===== src/hw/rtl/vcs_pkg.sv =====
// Package for the one-wire voice-chip command sender.
// Holds shared types, function/op codes and frame constants; no dependencies.
package vcs_pkg;

  localparam int BITS_PER_FRAME = 8;
  localparam int BIT_CNT_W = (BITS_PER_FRAME > 1) ? $clog2(BITS_PER_FRAME) : 1;
  localparam logic [BIT_CNT_W-1:0] LAST_BIT = BIT_CNT_W'(BITS_PER_FRAME - 1);

  localparam int TICK_W  = 16;
  localparam int CODE_W  = 8;
  localparam int CFG_W   = 16;
  localparam int CFG_IDX_W = 3;

  // input function codes
  localparam logic [1:0] FUNC_TICK = 2'd0;
  localparam logic [1:0] FUNC_PLAY = 2'd1;
  localparam logic [1:0] FUNC_VOL  = 2'd2;

  // command code bases
  localparam logic [CODE_W-1:0] CODE_PLAY_BASE = 8'h00;
  localparam logic [CODE_W-1:0] CODE_VOL_BASE  = 8'hE0;

  // register indexes
  localparam logic [CFG_IDX_W-1:0] REG_LONG_TICKS  = 3'd0;
  localparam logic [CFG_IDX_W-1:0] REG_SHORT_TICKS = 3'd1;
  localparam logic [CFG_IDX_W-1:0] REG_START_TICKS = 3'd2;
  localparam logic [CFG_IDX_W-1:0] REG_MAX_PLAY    = 3'd3;
  localparam logic [CFG_IDX_W-1:0] REG_MAX_VOL     = 3'd4;

  // register reset values
  localparam logic [TICK_W-1:0] LONG_TICKS_RST  = 16'd600;
  localparam logic [TICK_W-1:0] SHORT_TICKS_RST = 16'd200;
  localparam logic [TICK_W-1:0] START_TICKS_RST = 16'd5000;
  localparam logic [7:0]        MAX_PLAY_RST    = 8'd223;
  localparam logic [3:0]        MAX_VOL_RST     = 4'd15;

  typedef struct packed {
    logic [TICK_W-1:0] long_ticks;
    logic [TICK_W-1:0] short_ticks;
    logic [TICK_W-1:0] start_ticks;
    logic [7:0]        max_play_index;
    logic [3:0]        max_volume;
  } cfg_t;

  // classified operation handed from front to back
  typedef enum logic [1:0] {
    OP_TICK = 2'd0,
    OP_CMD  = 2'd1,
    OP_NOP  = 2'd2
  } op_t;

  typedef struct packed {
    op_t               op;
    logic [CODE_W-1:0] code;
  } q_item_t;

  typedef enum logic [3:0] {
    PH_IDLE  = 4'b0001,
    PH_START = 4'b0010,
    PH_HIGH  = 4'b0100,
    PH_LOW   = 4'b1000
  } phase_t;

endpackage


===== src/hw/rtl/vcs_if.sv =====
// Valid/ready channel interfaces for the command sender.
// Depends on nothing; payload widths match the package field widths.
interface vcs_in_if;
  logic       valid;
  logic       ready;
  logic [1:0] func;
  logic [7:0] value;

  modport source (output valid, output func, output value, input ready);
  modport sink   (input valid, input func, input value, output ready);
endinterface

interface vcs_out_if;
  logic valid;
  logic ready;
  logic line_level;
  logic busy_res;
  logic command_dropped;

  modport source (output valid, output line_level, output busy_res,
                  output command_dropped, input ready);
  modport sink   (input valid, input line_level, input busy_res,
                  input command_dropped, output ready);
endinterface


===== src/hw/rtl/voice_chip_one_wire_sender_unit.sv =====
// One-wire pulse-width command sender for a voice-playback chip. Each input
// transfer is a tick (func 0), a play command (func 1) or a volume command
// (func 2); every transfer yields exactly one result transfer carrying the
// wire level, the busy flag and a dropped flag for commands that arrive while
// a frame is still going out. A frame is a start low of start_ticks, then
// eight bits LSB first, each a high half and a low half whose lengths are
// long_ticks/short_ticks (one) or short_ticks/long_ticks (zero). Throughput is
// one transfer per clock while neither channel stalls; each result is
// registered behind the two-entry queue register and the result register. Both
// channels may stall independently: the queue absorbs up to two items while the
// result waits. Write configuration only while the block is idle.
// Depends on vcs_pkg, vcs_if, vcs_front, vcs_queue and vcs_back.
module voice_chip_one_wire_sender_unit
  import vcs_pkg::*;
(
  input  logic                 clk,
  input  logic                 rst_n,
  input  logic                 cfg_we,
  input  logic [CFG_IDX_W-1:0] cfg_idx,
  input  logic [CFG_W-1:0]     cfg_wdata,
  vcs_in_if.sink               in_ch,
  vcs_out_if.source            out_ch
);

  cfg_t    cfg_r;
  logic    q_full;
  logic    q_push;
  q_item_t q_push_item;
  logic    q_pop;
  logic    q_valid;
  q_item_t q_head;

  // configuration registers, write-only
  always_ff @(posedge clk) begin
    if (!rst_n) begin
      cfg_r.long_ticks     <= LONG_TICKS_RST;
      cfg_r.short_ticks    <= SHORT_TICKS_RST;
      cfg_r.start_ticks    <= START_TICKS_RST;
      cfg_r.max_play_index <= MAX_PLAY_RST;
      cfg_r.max_volume     <= MAX_VOL_RST;
    end else if (cfg_we) begin
      unique case (cfg_idx)
        REG_LONG_TICKS:  cfg_r.long_ticks     <= cfg_wdata;
        REG_SHORT_TICKS: cfg_r.short_ticks    <= cfg_wdata;
        REG_START_TICKS: cfg_r.start_ticks    <= cfg_wdata;
        REG_MAX_PLAY:    cfg_r.max_play_index <= cfg_wdata[7:0];
        REG_MAX_VOL:     cfg_r.max_volume     <= cfg_wdata[3:0];
        default: ;
      endcase
    end
  end

  // decode and clamp
  vcs_front u_front (
    .in_ch  (in_ch),
    .cfg    (cfg_r),
    .q_full (q_full),
    .q_push (q_push),
    .q_item (q_push_item)
  );

  // decouple front from back
  vcs_queue u_queue (
    .clk        (clk),
    .rst_n      (rst_n),
    .push       (q_push),
    .push_item  (q_push_item),
    .pop        (q_pop),
    .full       (q_full),
    .head_valid (q_valid),
    .head_item  (q_head)
  );

  // frame sequencer and result register
  vcs_back u_back (
    .clk     (clk),
    .rst_n   (rst_n),
    .cfg     (cfg_r),
    .q_valid (q_valid),
    .q_item  (q_head),
    .q_pop   (q_pop),
    .out_ch  (out_ch)
  );

endmodule


===== src/hw/rtl/vcs_front.sv =====
// Front end: accepts input transfers, decodes func and clamps command values.
// Depends on vcs_pkg and vcs_in_if.
module vcs_front
  import vcs_pkg::*;
(
  vcs_in_if.sink   in_ch,
  input  cfg_t     cfg,
  input  logic     q_full,
  output logic     q_push,
  output q_item_t  q_item
);

  logic [7:0] play_idx;
  logic [3:0] vol_lvl;

  assign in_ch.ready = !q_full;
  assign q_push      = in_ch.valid && !q_full;

  // clamp to the configured limits
  assign play_idx = (in_ch.value > cfg.max_play_index) ? cfg.max_play_index : in_ch.value;
  assign vol_lvl  = (in_ch.value > {4'b0, cfg.max_volume}) ? cfg.max_volume
                                                          : in_ch.value[3:0];

  always_comb begin
    q_item.op   = OP_NOP;
    q_item.code = '0;
    unique case (in_ch.func)
      FUNC_TICK: begin
        q_item.op = OP_TICK;
      end
      FUNC_PLAY: begin
        q_item.op   = OP_CMD;
        q_item.code = CODE_PLAY_BASE + play_idx;
      end
      FUNC_VOL: begin
        q_item.op   = OP_CMD;
        q_item.code = CODE_VOL_BASE + {4'b0, vol_lvl};
      end
      default: begin
        q_item.op = OP_NOP;
      end
    endcase
  end

endmodule


===== src/hw/rtl/vcs_queue.sv =====
// Two-entry queue between front end and back end.
// Depends on vcs_pkg for the entry type.
module vcs_queue
  import vcs_pkg::*;
(
  input  logic    clk,
  input  logic    rst_n,
  input  logic    push,
  input  q_item_t push_item,
  input  logic    pop,
  output logic    full,
  output logic    head_valid,
  output q_item_t head_item
);

  q_item_t    mem_r [2];
  logic       wr_ptr_r, wr_ptr_nxt;
  logic       rd_ptr_r, rd_ptr_nxt;
  logic [1:0] cnt_r, cnt_nxt;
  logic       do_pop;

  assign full       = (cnt_r == 2'd2);
  assign head_valid = (cnt_r != 2'd0);
  assign head_item  = mem_r[rd_ptr_r];
  assign do_pop     = pop && head_valid;

  always_comb begin
    wr_ptr_nxt = push   ? !wr_ptr_r : wr_ptr_r;
    rd_ptr_nxt = do_pop ? !rd_ptr_r : rd_ptr_r;
    cnt_nxt    = cnt_r + {1'b0, push} - {1'b0, do_pop};
  end

  always_ff @(posedge clk) begin
    if (!rst_n) begin
      wr_ptr_r <= 1'b0;
      rd_ptr_r <= 1'b0;
      cnt_r    <= 2'd0;
    end else begin
      wr_ptr_r <= wr_ptr_nxt;
      rd_ptr_r <= rd_ptr_nxt;
      cnt_r    <= cnt_nxt;
    end
  end

  always_ff @(posedge clk) begin
    if (push) begin
      mem_r[wr_ptr_r] <= push_item;
    end
  end

endmodule


===== src/hw/rtl/vcs_back.sv =====
// Back end: frame sequencer driving the wire level, plus the result register.
// Depends on vcs_pkg and vcs_out_if.
module vcs_back
  import vcs_pkg::*;
(
  input  logic      clk,
  input  logic      rst_n,
  input  cfg_t      cfg,
  input  logic      q_valid,
  input  q_item_t   q_item,
  output logic      q_pop,
  vcs_out_if.source out_ch
);

  phase_t                phase_r, phase_nxt;
  logic [BIT_CNT_W-1:0]  bit_cnt_r, bit_cnt_nxt;
  logic [CODE_W-1:0]     shift_r, shift_nxt;
  logic [TICK_W-1:0]     tick_r, tick_nxt;
  logic                  line_r, line_nxt;
  logic                  drop;

  logic                  out_valid_r;
  logic                  out_line_r, out_busy_r, out_drop_r;

  logic [TICK_W-1:0]     dur;
  logic [TICK_W:0]       tick_inc;
  logic                  done;
  logic                  fire;

  assign fire  = q_valid && (!out_valid_r || out_ch.ready);
  assign q_pop = fire;

  // duration of the running period; a zero register acts as one tick
  always_comb begin
    unique case (phase_r)
      PH_START: dur = cfg.start_ticks;
      PH_HIGH:  dur = shift_r[0] ? cfg.long_ticks  : cfg.short_ticks;
      PH_LOW:   dur = shift_r[0] ? cfg.short_ticks : cfg.long_ticks;
      default:  dur = cfg.start_ticks;
    endcase
  end

  assign tick_inc = {1'b0, tick_r} + {{TICK_W{1'b0}}, 1'b1};
  assign done     = (tick_inc >= {1'b0, dur});

  always_comb begin
    phase_nxt   = phase_r;
    bit_cnt_nxt = bit_cnt_r;
    shift_nxt   = shift_r;
    tick_nxt    = tick_r;
    line_nxt    = line_r;
    drop        = 1'b0;
    unique case (q_item.op)
      OP_TICK: begin
        if (phase_r != PH_IDLE) begin
          tick_nxt = done ? '0 : tick_inc[TICK_W-1:0];
        end
        unique case (phase_r)
          PH_START: begin
            if (done) begin
              phase_nxt = PH_HIGH;
              line_nxt  = 1'b1;
            end
          end
          PH_HIGH: begin
            if (done) begin
              phase_nxt = PH_LOW;
              line_nxt  = 1'b0;
            end
          end
          PH_LOW: begin
            if (done) begin
              shift_nxt = {1'b0, shift_r[CODE_W-1:1]};
              line_nxt  = 1'b1;
              if (bit_cnt_r >= LAST_BIT) begin
                phase_nxt   = PH_IDLE;
                bit_cnt_nxt = '0;
              end else begin
                bit_cnt_nxt = bit_cnt_r + 1'b1;
                phase_nxt   = PH_HIGH;
              end
            end
          end
          default: ;
        endcase
      end
      OP_CMD: begin
        if (phase_r != PH_IDLE) begin
          drop = 1'b1;
        end else begin
          // line drops at once: start of the start-low period
          shift_nxt   = q_item.code;
          bit_cnt_nxt = '0;
          tick_nxt    = '0;
          phase_nxt   = PH_START;
          line_nxt    = 1'b0;
        end
      end
      default: ;
    endcase
  end

  always_ff @(posedge clk) begin
    if (!rst_n) begin
      phase_r     <= PH_IDLE;
      bit_cnt_r   <= '0;
      shift_r     <= '0;
      tick_r      <= '0;
      line_r      <= 1'b1;
      out_valid_r <= 1'b0;
    end else begin
      if (fire) begin
        phase_r   <= phase_nxt;
        bit_cnt_r <= bit_cnt_nxt;
        shift_r   <= shift_nxt;
        tick_r    <= tick_nxt;
        line_r    <= line_nxt;
      end
      if (fire) begin
        out_valid_r <= 1'b1;
      end else if (out_ch.ready) begin
        out_valid_r <= 1'b0;
      end
    end
  end

  always_ff @(posedge clk) begin
    if (fire) begin
      out_line_r <= line_nxt;
      out_busy_r <= (phase_nxt != PH_IDLE);
      out_drop_r <= drop;
    end
  end

  assign out_ch.valid           = out_valid_r;
  assign out_ch.line_level      = out_line_r;
  assign out_ch.busy_res        = out_busy_r;
  assign out_ch.command_dropped = out_drop_r;

endmodule


===== src/flat_wrapper.sv =====
// flat-port wrapper written by rule: the top's interface ports become plain ports
module voice_chip_one_wire_sender_unit_flat import vcs_pkg::*;
  (clk, rst_n, cfg_we, cfg_idx, cfg_wdata, in_ch_valid, in_ch_func, in_ch_value, in_ch_ready, out_ch_valid, out_ch_line_level, out_ch_busy_res, out_ch_command_dropped, out_ch_ready);
  vcs_in_if in_ch_i ();
  vcs_out_if out_ch_i ();
  input  logic clk;
  input  logic rst_n;
  input  logic cfg_we;
  input  logic [CFG_IDX_W-1:0] cfg_idx;
  input  logic [CFG_W-1:0] cfg_wdata;
  input wire logic [$bits(in_ch_i.valid)-1:0] in_ch_valid;
  input wire logic [$bits(in_ch_i.func)-1:0] in_ch_func;
  input wire logic [$bits(in_ch_i.value)-1:0] in_ch_value;
  output wire logic [$bits(in_ch_i.ready)-1:0] in_ch_ready;
  output wire logic [$bits(out_ch_i.valid)-1:0] out_ch_valid;
  output wire logic [$bits(out_ch_i.line_level)-1:0] out_ch_line_level;
  output wire logic [$bits(out_ch_i.busy_res)-1:0] out_ch_busy_res;
  output wire logic [$bits(out_ch_i.command_dropped)-1:0] out_ch_command_dropped;
  input wire logic [$bits(out_ch_i.ready)-1:0] out_ch_ready;
  assign in_ch_i.valid = in_ch_valid;
  assign in_ch_i.func = in_ch_func;
  assign in_ch_i.value = in_ch_value;
  assign in_ch_ready = in_ch_i.ready;
  assign out_ch_valid = out_ch_i.valid;
  assign out_ch_line_level = out_ch_i.line_level;
  assign out_ch_busy_res = out_ch_i.busy_res;
  assign out_ch_command_dropped = out_ch_i.command_dropped;
  assign out_ch_i.ready = out_ch_ready;
  voice_chip_one_wire_sender_unit u_core (.clk(clk), .rst_n(rst_n), .cfg_we(cfg_we), .cfg_idx(cfg_idx), .cfg_wdata(cfg_wdata), .in_ch(in_ch_i), .out_ch(out_ch_i));
endmodule

===== config.mk =====
export PLATFORM = sky130hd
export DESIGN_NAME = voice_chip_one_wire_sender_unit_flat
export DESIGN_NICKNAME = d
export VERILOG_FILES = /design/src/hw/rtl/vcs_pkg.sv /design/src/hw/rtl/vcs_if.sv /design/src/hw/rtl/voice_chip_one_wire_sender_unit.sv /design/src/hw/rtl/vcs_front.sv /design/src/hw/rtl/vcs_queue.sv /design/src/hw/rtl/vcs_back.sv /design/src/flat_wrapper.sv
export SDC_FILE = /design/constraint.sdc
export NUM_CORES = 1
export LEC_CHECK = 0
export BUFFER_PORTS_ARGS = -buffer_cell sky130_fd_sc_hd__clkbuf_2
export CAP_MARGIN = 20
export CELL_PAD_IN_SITES_DETAIL_PLACEMENT = 0
export CELL_PAD_IN_SITES_GLOBAL_PLACEMENT = 2
export CORE_MARGIN = 10
export CORE_UTILIZATION = 38
export CTS_CLUSTER_DIAMETER = 80
export DETAILED_ROUTE_END_ITERATION = 12
export GPL_ROUTABILITY_DRIVEN = 0
export PLACE_DENSITY_LB_ADDON = 0.12
export SETUP_SLACK_MARGIN = 0.2
export SYNTH_ARGS = -nofsm -noshare
export SYNTH_HDL_FRONTEND = slang
export SYNTH_SLANG_ARGS = --single-unit

===== constraint.sdc =====
create_clock -name clk -period 4.1 [get_ports clk]
set_clock_uncertainty 0.1 [all_clocks]
set_input_delay 1.025 -clock clk [delete_from_list [all_inputs] [get_ports clk]]
set_output_delay 1.025 -clock clk [all_outputs]
set_load 0.01 [all_outputs]

After elaboration in Yosys (flattened, before gate mapping)
Memory sizes are Yosys's and may differ from the RTL's. A register that Yosys moved wholly into a read port is not among the register bits. Index checks and enable logic that the tools add are counted.

Add/subtract/negate cells: 5. Equality and inequality tests: 17. Muxes and demuxes: 39. Reduce and logical (&&, ||, !) cells: 23. Order comparisons: 4.

Operators by type and width (number): $mux W16 (5); $pmux W16 S2 (2); $mux W8 (4); $pmux W8 S2 (2); $mux W4 (5); $add A16 B1 Y17 const B (1); $ge A17 B16 Y1 (1); $mux W3 (5); $pmux W4 S3 (1); $mux W1 (10); $reduce_and A2 Y1 (5); $gt A8 B4 Y1 (1); $gt A8 B8 Y1 (1); $ne A2 B2 Y1 const B (4); $ne A4 B1 Y1 const B (2); $pmux W4 S2 (1); $add A6 B5 Y7 const A (1); $eq A3 B2 Y1 const B (2); $pmux W3 S2 (1); $reduce_bool A2 Y1 (3); $reduce_and A5 Y1 (1); $eq A2 B1 Y1 const B (2); $eq A2 B2 Y1 const B (2); $eq A4 B2 Y1 const B (1); other kinds (17) (25).

Bits in writable memories: 20. Memories: 1. Register bits: 100. Word-level logic and storage cells: 106. Input bits: 34.

Memory list: u_core.u_queue.mem_r (depth 2, width 10, rd ports 1, clocked after memory_dff 1, wr ports 1, RTL line vcs_queue.sv:16) `q_item_t mem_r [2];`.

Depth between registers and ports, before layout
Gate-level depths: netlist of the first run.

Word-level depth: 7. Depth in mapped cells: 16. Depth with buffers taken out: 13.

Hierarchy
A second synthesis of the first run with hierarchy kept.

Cells, all modules: 751. Area total of the unflattened synthesis: 6980.4 µm².

By module, submodules not included: vcs_back (cells each 358, sequential area each 750.7 µm², area each 2900.3 µm², times used 1); voice_chip_one_wire_sender_unit (cells each 230, sequential area each 1201.2 µm², area each 2363.5 µm², times used 1); vcs_queue (cells each 54, sequential area each 700.7 µm², area each 963.4 µm², times used 1); vcs_front (cells each 109, sequential area each 0.0 µm², area each 753.2 µm², times used 1).

Worst setup path before layout of the first run
Ideal clock, no wire load.

Kind: register to register. Start point: register u_core.u_back.phase_r[2]. End point: register u_core.u_back.bit_cnt_r[0]. Data required time: 3.884 ns. Path slack: 0.442 ns. Arrival: 3.443 ns. Cell stages (with the launch flop): 16. Buffers on the path: 4. Library setup time: 0.116 ns. Path through: dfxtp_1 -> buf_2 -> nor2b_1 -> mux2i_1 -> nor3_1 -> clkbuf_1 -> a222oi_1 -> ha_1 -> nand3_1 -> nor3_1 -> a2111o_1 -> a211o_1 -> buf_4 -> buf_4 -> a32o_1 -> a31o_1.

Cells in the longest elaborated chain, start to end: 5. Elaborated cells between the ends (all ways): 9. Those cells by class: order compare: 1; eq/ne: 6; mux: 1; reduce/logical: 1.

Ends and longest elaborated chain: start: declaration (RTL line vcs_back.sv:15) `phase_t phase_r, phase_nxt;`; start signal: assignment (RTL line vcs_back.sv:113) `phase_r <= phase_nxt;`; $eq A4 B4 Y1 or $eq A4 B3 Y1 (tied branches) (RTL line vcs_back.sv:35, vcs_back.sv:58); $pmux W16 S2 (RTL line vcs_back.sv:35) `unique case (phase_r)`; $ge A17 B16 Y1 (RTL line vcs_back.sv:44) `assign done = (tick_inc >= {1'b0, dur});`; $ne A2 B2 Y1 (no line); $reduce_and A5 Y1 (no line) *; end signal: assignment (RTL line vcs_back.sv:114) `bit_cnt_r <= bit_cnt_nxt;`; end: declaration (RTL line vcs_back.sv:16) `logic [BIT_CNT_W-1:0] bit_cnt_r, bit_cnt_nxt;`.

Every way passes the cells marked *; elsewhere a longest branch is shown, timed or not. A chain may end at the register's enable or synchronous reset.

Worst setup path in the final report of the first run
Start point: register u_core.u_back.tick_r[2]. End point: register u_core.u_back.phase_r[2].

Cells in the longest elaborated chain, start to end: 5. Elaborated cells between the ends (all ways): 7. Those cells by class: add/sub: 1; order compare: 1; mux: 5.

Ends and longest elaborated chain: start: declaration (RTL line vcs_back.sv:18) `logic [TICK_W-1:0] tick_r, tick_nxt;`; start signal: assignment (RTL line vcs_back.sv:116) `tick_r <= tick_nxt;`; $add A16 B1 Y17 * (RTL line vcs_back.sv:43) `assign tick_inc = {1'b0, tick_r} + {{TICK_W{1'b0}}, 1'b1};`; $ge A17 B16 Y1 * (RTL line vcs_back.sv:44); $mux W4 (on tied branches) (RTL line vcs_back.sv:72, vcs_back.sv:60, vcs_back.sv:66); $pmux W4 S3 * (RTL line vcs_back.sv:58) `unique case (phase_r)`; $pmux W4 S2 * (RTL line vcs_back.sv:53) `unique case (q_item.op)`.

Marks and branches as above.

==> results of run 1 <==
worst min-delay path by stage:
stage,endpoint,slack (ns),cells after the start
after floorplan,u_core.cfg_r[15]$_SDFFE_PN1P_,0.34,2
after global placement,u_core.cfg_r[42]$_SDFFE_PN0P_,0.35,2
after detailed placement,u_core.cfg_r[22]$_SDFFE_PN0P_,0.36,2
after CTS,u_core.cfg_r[22]$_SDFFE_PN0P_,0.37,2
after global routing,u_core.cfg_r[43]$_SDFFE_PN0P_,0.39,2
final,u_core.cfg_r[26]$_SDFFE_PN0P_,0.37,2
power breakdown:
group	switching [µW]	internal [µW]
sequential	103	1340
combinational	457	288
clock	550	974
registers in the layout (all words and copies together), names as in the netlist, 2 cells and up, named ones only:
| register | cells |
|---|---|
| u_core.u_back.tick_r | 16 |
| u_core.u_back.shift_r | 8 |
| u_core.u_back.bit_cnt_r | 3 |
| u_core.u_queue.cnt_r | 2 |
| u_core.cfg_r | 60 |
| u_core.u_queue.mem_r | 20 |
| u_core.u_back.phase_r | 4 |
per-layer routing:
layer	part of all wire	up-vias
li1	-	2743
met1	0.50	2624
met2	0.45	91
met3	0.041	12
met4	0.0084	0
met5	0	-
critical path: stages (launching register included):
cell                       delay, ns
sky130_fd_sc_hd__dfxtp_1        0.43
sky130_fd_sc_hd__and3_1         0.18
sky130_fd_sc_hd__nand3_1        0.15
sky130_fd_sc_hd__nor2_1         0.37
sky130_fd_sc_hd__nand3_1        0.19
sky130_fd_sc_hd__xnor2_1        0.26
sky130_fd_sc_hd__ha_1           0.28
sky130_fd_sc_hd__nand3_1        0.11
sky130_fd_sc_hd__nor3_1         0.07
sky130_fd_sc_hd__a2111o_1       0.45
sky130_fd_sc_hd__a211o_4        0.45
sky130_fd_sc_hd__a41o_1         0.26
sky130_fd_sc_hd__a32o_1         0.25
repair_timing:
action | 4_1_cts | 5_1_grt
gates resized for setup | 1 | 5
setup endpoints to repair | 14 | 30
pin swaps | 0 | 1
per-stage QoR:
| stage | cell area [µm²] | setup WS (ns) | utilization | power (µW) | std cells |
|---|---|---|---|---|---|
| global route | 7500 | 0.212 | 0.449 | 3900 | 984 |
| CTS | 7480 | 0.283 | 0.448 | 3750 | 984 |
| detailed placement | 6880 | 0.164 | 0.412 | 2210 | 953 |
| floorplan | 6520 | 0.442 | - | 1980 | 726 |
| global placement | 6880 | 0.163 | 0.412 | 2200 | 953 |
| finish | 7500 | 0.432 | 0.449 | 3710 | 984 |
synthesized netlist by cell type (9+ instances only):
| cell type | instances |
|---|---|
| sky130_fd_sc_hd__nand2_1 | 136 |
| sky130_fd_sc_hd__clkbuf_1 | 30 |
| sky130_fd_sc_hd__mux2i_1 | 17 |
| sky130_fd_sc_hd__a21oi_1 | 10 |
| sky130_fd_sc_hd__nor2_1 | 22 |
| sky130_fd_sc_hd__a22o_1 | 10 |
| sky130_fd_sc_hd__nor2b_1 | 9 |
| sky130_fd_sc_hd__edfxtp_1 | 23 |
| sky130_fd_sc_hd__a222oi_1 | 16 |
| sky130_fd_sc_hd__o2111ai_1 | 12 |
| sky130_fd_sc_hd__xnor2_1 | 14 |
| sky130_fd_sc_hd__inv_1 | 22 |
| sky130_fd_sc_hd__o211ai_1 | 16 |
| sky130_fd_sc_hd__a21boi_0 | 39 |
| sky130_fd_sc_hd__nand3_1 | 50 |
| sky130_fd_sc_hd__dfxtp_1 | 98 |
| sky130_fd_sc_hd__nor3_1 | 11 |
| sky130_fd_sc_hd__ha_1 | 36 |
| sky130_fd_sc_hd__nand4_1 | 14 |
cell families (layout without fill, tap and decap cells):
kind of cell	Yosys count	after routing	share of synthesized area
xor+xnor	18	18	0.0242
flops	121	121	0.407
buf+inv	65	103	0.0432
fa+ha+maj	36	36	0.0691
mux	19	19	0.0301
compound gates	173	173	0.211
simple gates	294	294	0.216
area by class of cell:
class                      count  area (µm²)
fill                        1649        9200
tap                          220         275
multi-input combinational    540        3610
timing repair buffer          49         273
sequential                   121        2660
inverter                      23        86.3
clock buffer                  21         492
clock inverter                10         113
==> load_flow_metrics.sql, run 1 <==
INSERT INTO impl_metrics (metric_group, metric, value, unit) VALUES
('run_status', 'run_status', 'complete, no violations', ''),
('cts', 'cts_hold_buffers', '0', ''),
('pwr', 'peakVddDrop', '0.000300', 'V'),
('cts', 'path_clk_slew', '0.06', 'ns'),
('routing', 'route.detailed.wl_per_inst', '17.9', 'µm'),
('floorplan', 'die_w', '151', 'µm'),
('finish', 'syn2layout_area_growth', '15.0', '%'),
('grt', 'antenna_found_initial', '0', ''),
('place', 'post-dp-hpwl', '12400', 'µm'),
('floorplan', 'design.portCount', '39', ''),
('routing', 'avgViaCountPerCell', '5.56', ''),
('setup_path', 'startpoint', 'u_core.u_back.tick_r[2]$_SDFFE_PN0P_', ''),
('grt', 'number_of_global_route_vias_before_repair', '5328', ''),
('routing', 'drt.antenna.violating_nets', '0', ''),
('routing', 'remaining_drc_errors', '0', ''),
('cts', 'cts.repair_timing.setup_buffer_count', '0', ''),
('place', 'count_of_buffers_inserted_at_the_top_level_ports', '38', ''),
('grt', 'globalRouteMet3Util', '0.0421', ''),
('timing', 'finalWorstPathRequiredPeriod', '3.67', 'ns'),
('routing', 'drt-initial-drc-count', '307', ''),
('cts', 'cts_tree', 'done', ''),
('setup_path', 'kind_of_capture_point_of_the_worst_setup_path', 'flip-flop', ''),
('finish', 'layout_common_cells', 'sky130_fd_sc_hd__nand2_1, sky130_fd_sc_hd__dfxtp_1, sky130_fd_sc_hd__nand3_1', ''),
('floorplan', 'floorplan_row_count', '47', ''),
('setup_path', 'worst-endpoint-arrival', '3.87', 'ns'),
('timing', 'holdWs', '0.370', 'ns'),
('grt', 'grt_most_used_layer', 'met2', ''),
('timing', 'hold_viol_final', '0', ''),
('cts', 'cts-root-buf', 'sky130_fd_sc_hd__clkbuf_16', ''),
('setup_path', 'worst_setup_path_endpoint', 'u_core.u_back.phase_r[2]$_SDFFE_PN0P_', ''),
('timing', 'setup_total_neg_slack', '0', 'ns'),
('pwr', 'power_per_cell_area', '495', 'nW/µm²'),
('grt', 'gr-usage-all-layers', '0.159', ''),
('grt', 'met2_demand_to_capacity_share_in_global_routing', '0.238', ''),
('synth', 'synth_top_area_share', '0.301', ''),
('synth', 'synth-warning-count', '0', ''),
('timing', 'max_slew.worst_pin.slew', '0.889', 'ns'),
('timing', 'final_max_slew_viol_count', '0', ''),
('floorplan', 'initial_core_util', '0.390', ''),
('grt', 'grt_start_max_net_pins', '67', ''),
('min_path', 'hold_path.startpoint', 'u_core.cfg_r[26]$_SDFFE_PN0P_', ''),
('synth', 'synth.lib_cells_used.distinct', '68', ''),
('setup_path', 'worstSetupPathType', 'flip-flop to flip-flop', ''),
('finish', 'nNetsFinal', '822', ''),
('floorplan', 'design.die.area', '22800', 'µm²'),
('timing', 'timing.max_slew.rel_slack', '0.405', ''),
('cts', 'clkLatencyLatePin', '0.42', 'ns'),
('timing', 'timing.final.setup_violations', '0', ''),
('synth', 'synth_edf_count', '23', ''),
('synth', 'synth.cell_area', '6520', 'µm²'),
('timing', 'fmax', '273', 'MHz'),
('cts', 'cts_htree_levels', '4', ''),
('synth', 'yosys_most_used_dff', 'sky130_fd_sc_hd__dfxtp_1', ''),
('pwr', 'power.static_leakage', '0.00302', 'µW'),
('cts', 'clock_sink_count', '121', ''),
('finish', 'antennaDiodeCount', '0', ''),
('synth', 'synth.largest_area_cell', 'sky130_fd_sc_hd__dfxtp_1', ''),
('routing', 'drt_wl_total', '17600', 'µm'),
('routing', 'route.vias.total', '5470', ''),
('synth', 'seq_area_frac_synth', '0.407', ''),
('grt', 'grt_pass1_wl', '28600', 'µm'),
('floorplan', 'placeable_area', '16700', 'µm²'),
('setup_path', 'timing.rr.start', 'u_core.u_back.tick_r[2]$_SDFFE_PN0P_', ''),
('routing', 'detail_route.first_pass.iterations', '5', ''),
('synth', 'synth_area_per_cell', '8.98', 'µm²'),
('synth', 'synth_seq_cells', '121', ''),
('min_path', 'hold_path.class', 'flip-flop to flip-flop', ''),
('synth', 'synth.area.top_cells', 'sky130_fd_sc_hd__dfxtp_1, sky130_fd_sc_hd__edfxtp_1, sky130_fd_sc_hd__nand2_1', ''),
('finish', 'final_layout_size_suffix_gt1_frac', '0.139', ''),
('run', 'cap_viol_max_count', '0', ''),
('synth', 'asyncSetResetFlopFracSynth', '0', '');
No activity file was read; power rests on OpenSTA's default activity.
==> run 2: changes to the inputs <==
Settings changed: ABC_AREA from default to 1, CAP_MARGIN 20 to 25, CORE_UTILIZATION 38 to 35.
==> load_flow_metrics.sql, run 2 <==
INSERT INTO impl_metrics (metric_group, metric, value, unit) VALUES
('finish', 'syn2layout_area_growth', '16.8', '%'),
('setup_path', 'worst-endpoint-arrival', '3.62', 'ns'),
('routing', 'detail_route.first_pass.iterations', '5', ''),
('finish', 'antennaDiodeCount', '0', ''),
('timing', 'max_slew.worst_pin.slew', '0.893', 'ns'),
('floorplan', 'die-height', '153', 'µm'),
('cts', 'clkLatencyLatePin', '0.42', 'ns'),
('floorplan', 'design.portCount', '39', ''),
('floorplan', 'floorplan_row_count', '48', ''),
('timing', 'finalWorstPathRequiredPeriod', '3.56', 'ns'),
('synth', 'postSynthNetCount', '908', ''),
('synth', 'yosys_most_used_dff', 'sky130_fd_sc_hd__dfxtp_1', ''),
('setup_path', 'path_max_fanout', '16', ''),
('cts', 'maximum_clock_path_buffer_count', '2', ''),
('synth', 'synth-warning-count', '0', ''),
('timing', 'hold_viol_final', '0', ''),
('cts', 'path_clk_slew', '0.05', 'ns'),
('floorplan', 'initial_core_util', '0.358', ''),
('grt', 'number_of_global_route_vias_before_repair', '5235', ''),
('synth', 'netlist_instances', '838', ''),
('synth', 'asyncSetResetFlopFracSynth', '0', ''),
('place', 'post-dp-hpwl', '11600', 'µm'),
('synth', 'synth.largest_area_cell', 'sky130_fd_sc_hd__dfxtp_1', ''),
('pwr', 'power_per_cell_area', '555', 'nW/µm²'),
('cts', 'cts_htree_levels', '4', ''),
('setup_path', 'worst_ep_required_time', '4.16', 'ns'),
('synth', 'synth.cell_area', '6220', 'µm²'),
('cts', 'numCtsBuffers', '17', ''),
('grt', 'grt_pass1_wl', '26800', 'µm'),
('routing', 'drt-initial-drc-count', '306', ''),
('synth', 'synth_seq_cells', '121', ''),
('pwr', 'power.static_leakage', '0.00331', 'µW'),
('cts', 'clock_sink_count', '121', ''),
('cts', 'cts.repair_timing.setup_buffer_count', '0', ''),
('synth', 'synth_edf_count', '23', ''),
('grt', 'grt_start_max_net_pins', '68', ''),
('synth', 'synth.area.top_cells', 'sky130_fd_sc_hd__dfxtp_1, sky130_fd_sc_hd__edfxtp_1, sky130_fd_sc_hd__nand2_1', ''),
('place', 'count_of_buffers_inserted_at_the_top_level_ports', '38', ''),
('run_status', 'run_status', 'complete, no violations', ''),
('setup_path', 'worstSetupPathType', 'flip-flop to flip-flop', ''),
('finish', 'final_layout_size_suffix_gt1_frac', '0.128', ''),
('timing', 'fmax', '281', 'MHz'),
('floorplan', 'die_w', '153', 'µm'),
('min_path', 'hold_path.class', 'flip-flop to flip-flop', ''),
('grt', 'antenna_found_initial', '0', ''),
('timing', 'timing.max_slew.rel_slack', '0.403', ''),
('pwr', 'peakVddDrop', '0.000314', 'V'),
('synth', 'synthTopCellsByCount', 'sky130_fd_sc_hd__nand2_1, sky130_fd_sc_hd__nor2_1, sky130_fd_sc_hd__dfxtp_1', ''),
('synth', 'seq_area_frac_synth', '0.427', ''),
('timing', 'final_max_slew_viol_count', '0', ''),
('routing', 'route.detailed.wl_per_inst', '14.6', 'µm'),
('timing', 'timing.final.setup_violations', '0', ''),
('timing', 'final_min_period_over_clock_period', '0.869', ''),
('routing', 'drt_wl_total', '16300', 'µm'),
('synth', 'synth_area_per_cell', '7.42', 'µm²'),
('grt', 'grt_remaining_overflow', '0', ''),
('finish', 'flip_flop_count_of_the_largest_register_after_layout', '60', ''),
('finish', 'layout_common_cells', 'sky130_fd_sc_hd__nand2_1, sky130_fd_sc_hd__nor2_1, sky130_fd_sc_hd__dfxtp_1', ''),
('cts', 'cts_hold_buffers', '0', ''),
('place', 'post_dp_area', '6650', 'µm²'),
('run', 'cap_viol_max_count', '0', ''),
('floorplan', 'placeable_area', '17400', 'µm²'),
('setup_path', 'kind_of_capture_point_of_the_worst_setup_path', 'flip-flop', ''),
('finish', 'reg.largest.list', 'u_core.cfg_r: 60 flops, u_core.u_queue.mem_r: 20 flops, u_core.u_back.tick_r: 16 flops', ''),
('cts', 'cts_resized', '0', ''),
('synth', 'synth.lib_cells_used.distinct', '37', ''),
('routing', 'route.vias.total', '5448', ''),
('cts', 'cts-root-buf', 'sky130_fd_sc_hd__clkbuf_16', ''),
('routing', 'remaining_drc_errors', '0', ''),
('timing', 'rsz0062_at_grt', 'yes', ''),
('synth', 'synth_top_area_share', '0.316', ''),
('finish', 'design_area', '7260', 'µm²'),
('setup_path', 'timing.critical_path.from_type', 'flip-flop', ''),
('floorplan', 'design.die.area', '23500', 'µm²'),
('grt', 'gr-usage-all-layers', '0.139', ''),
('finish', 'nNetsFinal', '947', ''),
('synth', 'most_frequent_cell_after_synthesis', 'sky130_fd_sc_hd__nand2_1', ''),
('routing', 'drt.antenna.violating_nets', '0', ''),
('finish', 'regMostFlops', 'u_core.cfg_r', ''),
('routing', 'avgViaCountPerCell', '4.89', ''),
('timing', 'setup_total_neg_slack', '0', 'ns'),
('cts', 'cts_tree', 'done', ''),
('finish', 'commonest_non_fill_non_tap_cell_in_the_layout', 'sky130_fd_sc_hd__nand2_1', '');
## run 2: changes by cell type in the layout (fill, tap and decap cells not counted), moves of 10 or more
cell / delta
sky130_fd_sc_hd__a21boi_0: -39
sky130_fd_sc_hd__a21oi_1: +62
sky130_fd_sc_hd__a222oi_1: -16
sky130_fd_sc_hd__a22o_1: -10
sky130_fd_sc_hd__inv_1: +63
sky130_fd_sc_hd__inv_2: +12
sky130_fd_sc_hd__mux2i_1: -17
sky130_fd_sc_hd__nand2_1: +43
sky130_fd_sc_hd__nand3_1: -21
sky130_fd_sc_hd__nor2_1: +101
sky130_fd_sc_hd__o2111ai_1: -12
sky130_fd_sc_hd__o21ai_0: +63
## run 2: logic make-up after synthesis
| logic type | Yosys count | share of synthesized area |
|---|---|---|
| flip-flops | 121 | 0.427 |
| adder cells (fa/ha/maj) | 36 | 0.0725 |
| AND/OR/NAND/NOR | 357 | 0.235 |
| buffers and inverters | 129 | 0.0817 |
| AO/OA/AOI/OAI | 184 | 0.168 |
| XOR/XNOR | 11 | 0.0155 |
## run 2: final timing paths
| check | startpoint | end | slack (ns) | cells past startpoint |
|---|---|---|---|---|
| setup / recovery | u_core.u_back.phase_r[1]$_SDFFE_PN0P_ | u_core.u_back.out_ch.busy_res$_DFFE_PP_ | 0.54 | 19 |
| hold / removal | u_core.cfg_r[43]$_SDFFE_PN0P_ | u_core.cfg_r[43]$_SDFFE_PN0P_ | 0.36 | 2 |
| setup reg to reg | u_core.u_back.phase_r[1]$_SDFFE_PN0P_ | u_core.u_back.out_ch.busy_res$_DFFE_PP_ | 0.54 | 19 |
| hold reg to reg | u_core.cfg_r[43]$_SDFFE_PN0P_ | u_core.cfg_r[43]$_SDFFE_PN0P_ | 0.36 | 2 |
## run 2: cell type report
type                            instances  area [µm²]
Inverter                              100         375
Multi-Input combinational cell        589        3100
Timing Repair Buffer                   48         285
Clock buffer                           18         430
Sequential cell                       121        2650
Clock inverter                         14         135
Tap cell                              225         282
Fill cell                            1805       10100
## run 2: per-stage QoR
| step | total power [µW] | utilization | instances | setup WS, ns | hold slack, ns |
|---|---|---|---|---|---|
| after floorplan | 2270 | - | 838 | 0.880 | 0.324 |
| after global placement | 2570 | 0.382 | 1081 | 0.291 | 0.335 |
| after detailed placement | 2590 | 0.383 | 1082 | 0.308 | 0.341 |
| after CTS | 4040 | 0.416 | 1114 | 0.305 | 0.356 |
| after global routing | 4310 | 0.418 | 1115 | 0.172 | 0.371 |
| final | 4030 | 0.418 | 1115 | 0.536 | 0.356 |
## run 2: worst max-delay path, stage by stage, from the launching register on
cell	delay [ns]
sky130_fd_sc_hd__dfxtp_1	0.33
sky130_fd_sc_hd__inv_2	0.07
sky130_fd_sc_hd__nand2_1	0.12
sky130_fd_sc_hd__nor3_4	0.28
sky130_fd_sc_hd__nor2_1	0.10
sky130_fd_sc_hd__buf_4	0.22
sky130_fd_sc_hd__a221oi_1	0.56
sky130_fd_sc_hd__ha_1	0.34
sky130_fd_sc_hd__nand2_1	0.09
sky130_fd_sc_hd__nor2_1	0.04
sky130_fd_sc_hd__nand2_1	0.05
sky130_fd_sc_hd__nand2_1	0.04
sky130_fd_sc_hd__nand2_1	0.05
sky130_fd_sc_hd__nand3_1	0.07
sky130_fd_sc_hd__nor2_1	0.21
sky130_fd_sc_hd__nand2_4	0.14
sky130_fd_sc_hd__a21oi_1	0.17
sky130_fd_sc_hd__nand2_1	0.10
sky130_fd_sc_hd__a21oi_1	0.14
sky130_fd_sc_hd__nand3_1	0.08
## run 2: routing by layer
| layer | up-vias | part of all wire | global-route usage |
|---|---|---|---|
| li1 | 2839 | - | - |
| met1 | 2484 | 0.51 | 0.188 |
| met2 | 106 | 0.44 | 0.211 |
| met3 | 19 | 0.041 | 0.0340 |
| met4 | 0 | 0.016 | 0.0486 |
| met5 | - | 0 | 0 |
## run 2: where the power goes
| part | switching [µW] | leakage [µW] | total, µW | internal (µW) |
|---|---|---|---|---|
| registers | 86.8 | 0.00102 | 1460 | 1370 |
| logic | 776 | 0.00201 | 1130 | 351 |
| clock network | 594 | 0.000284 | 1440 | 849 |
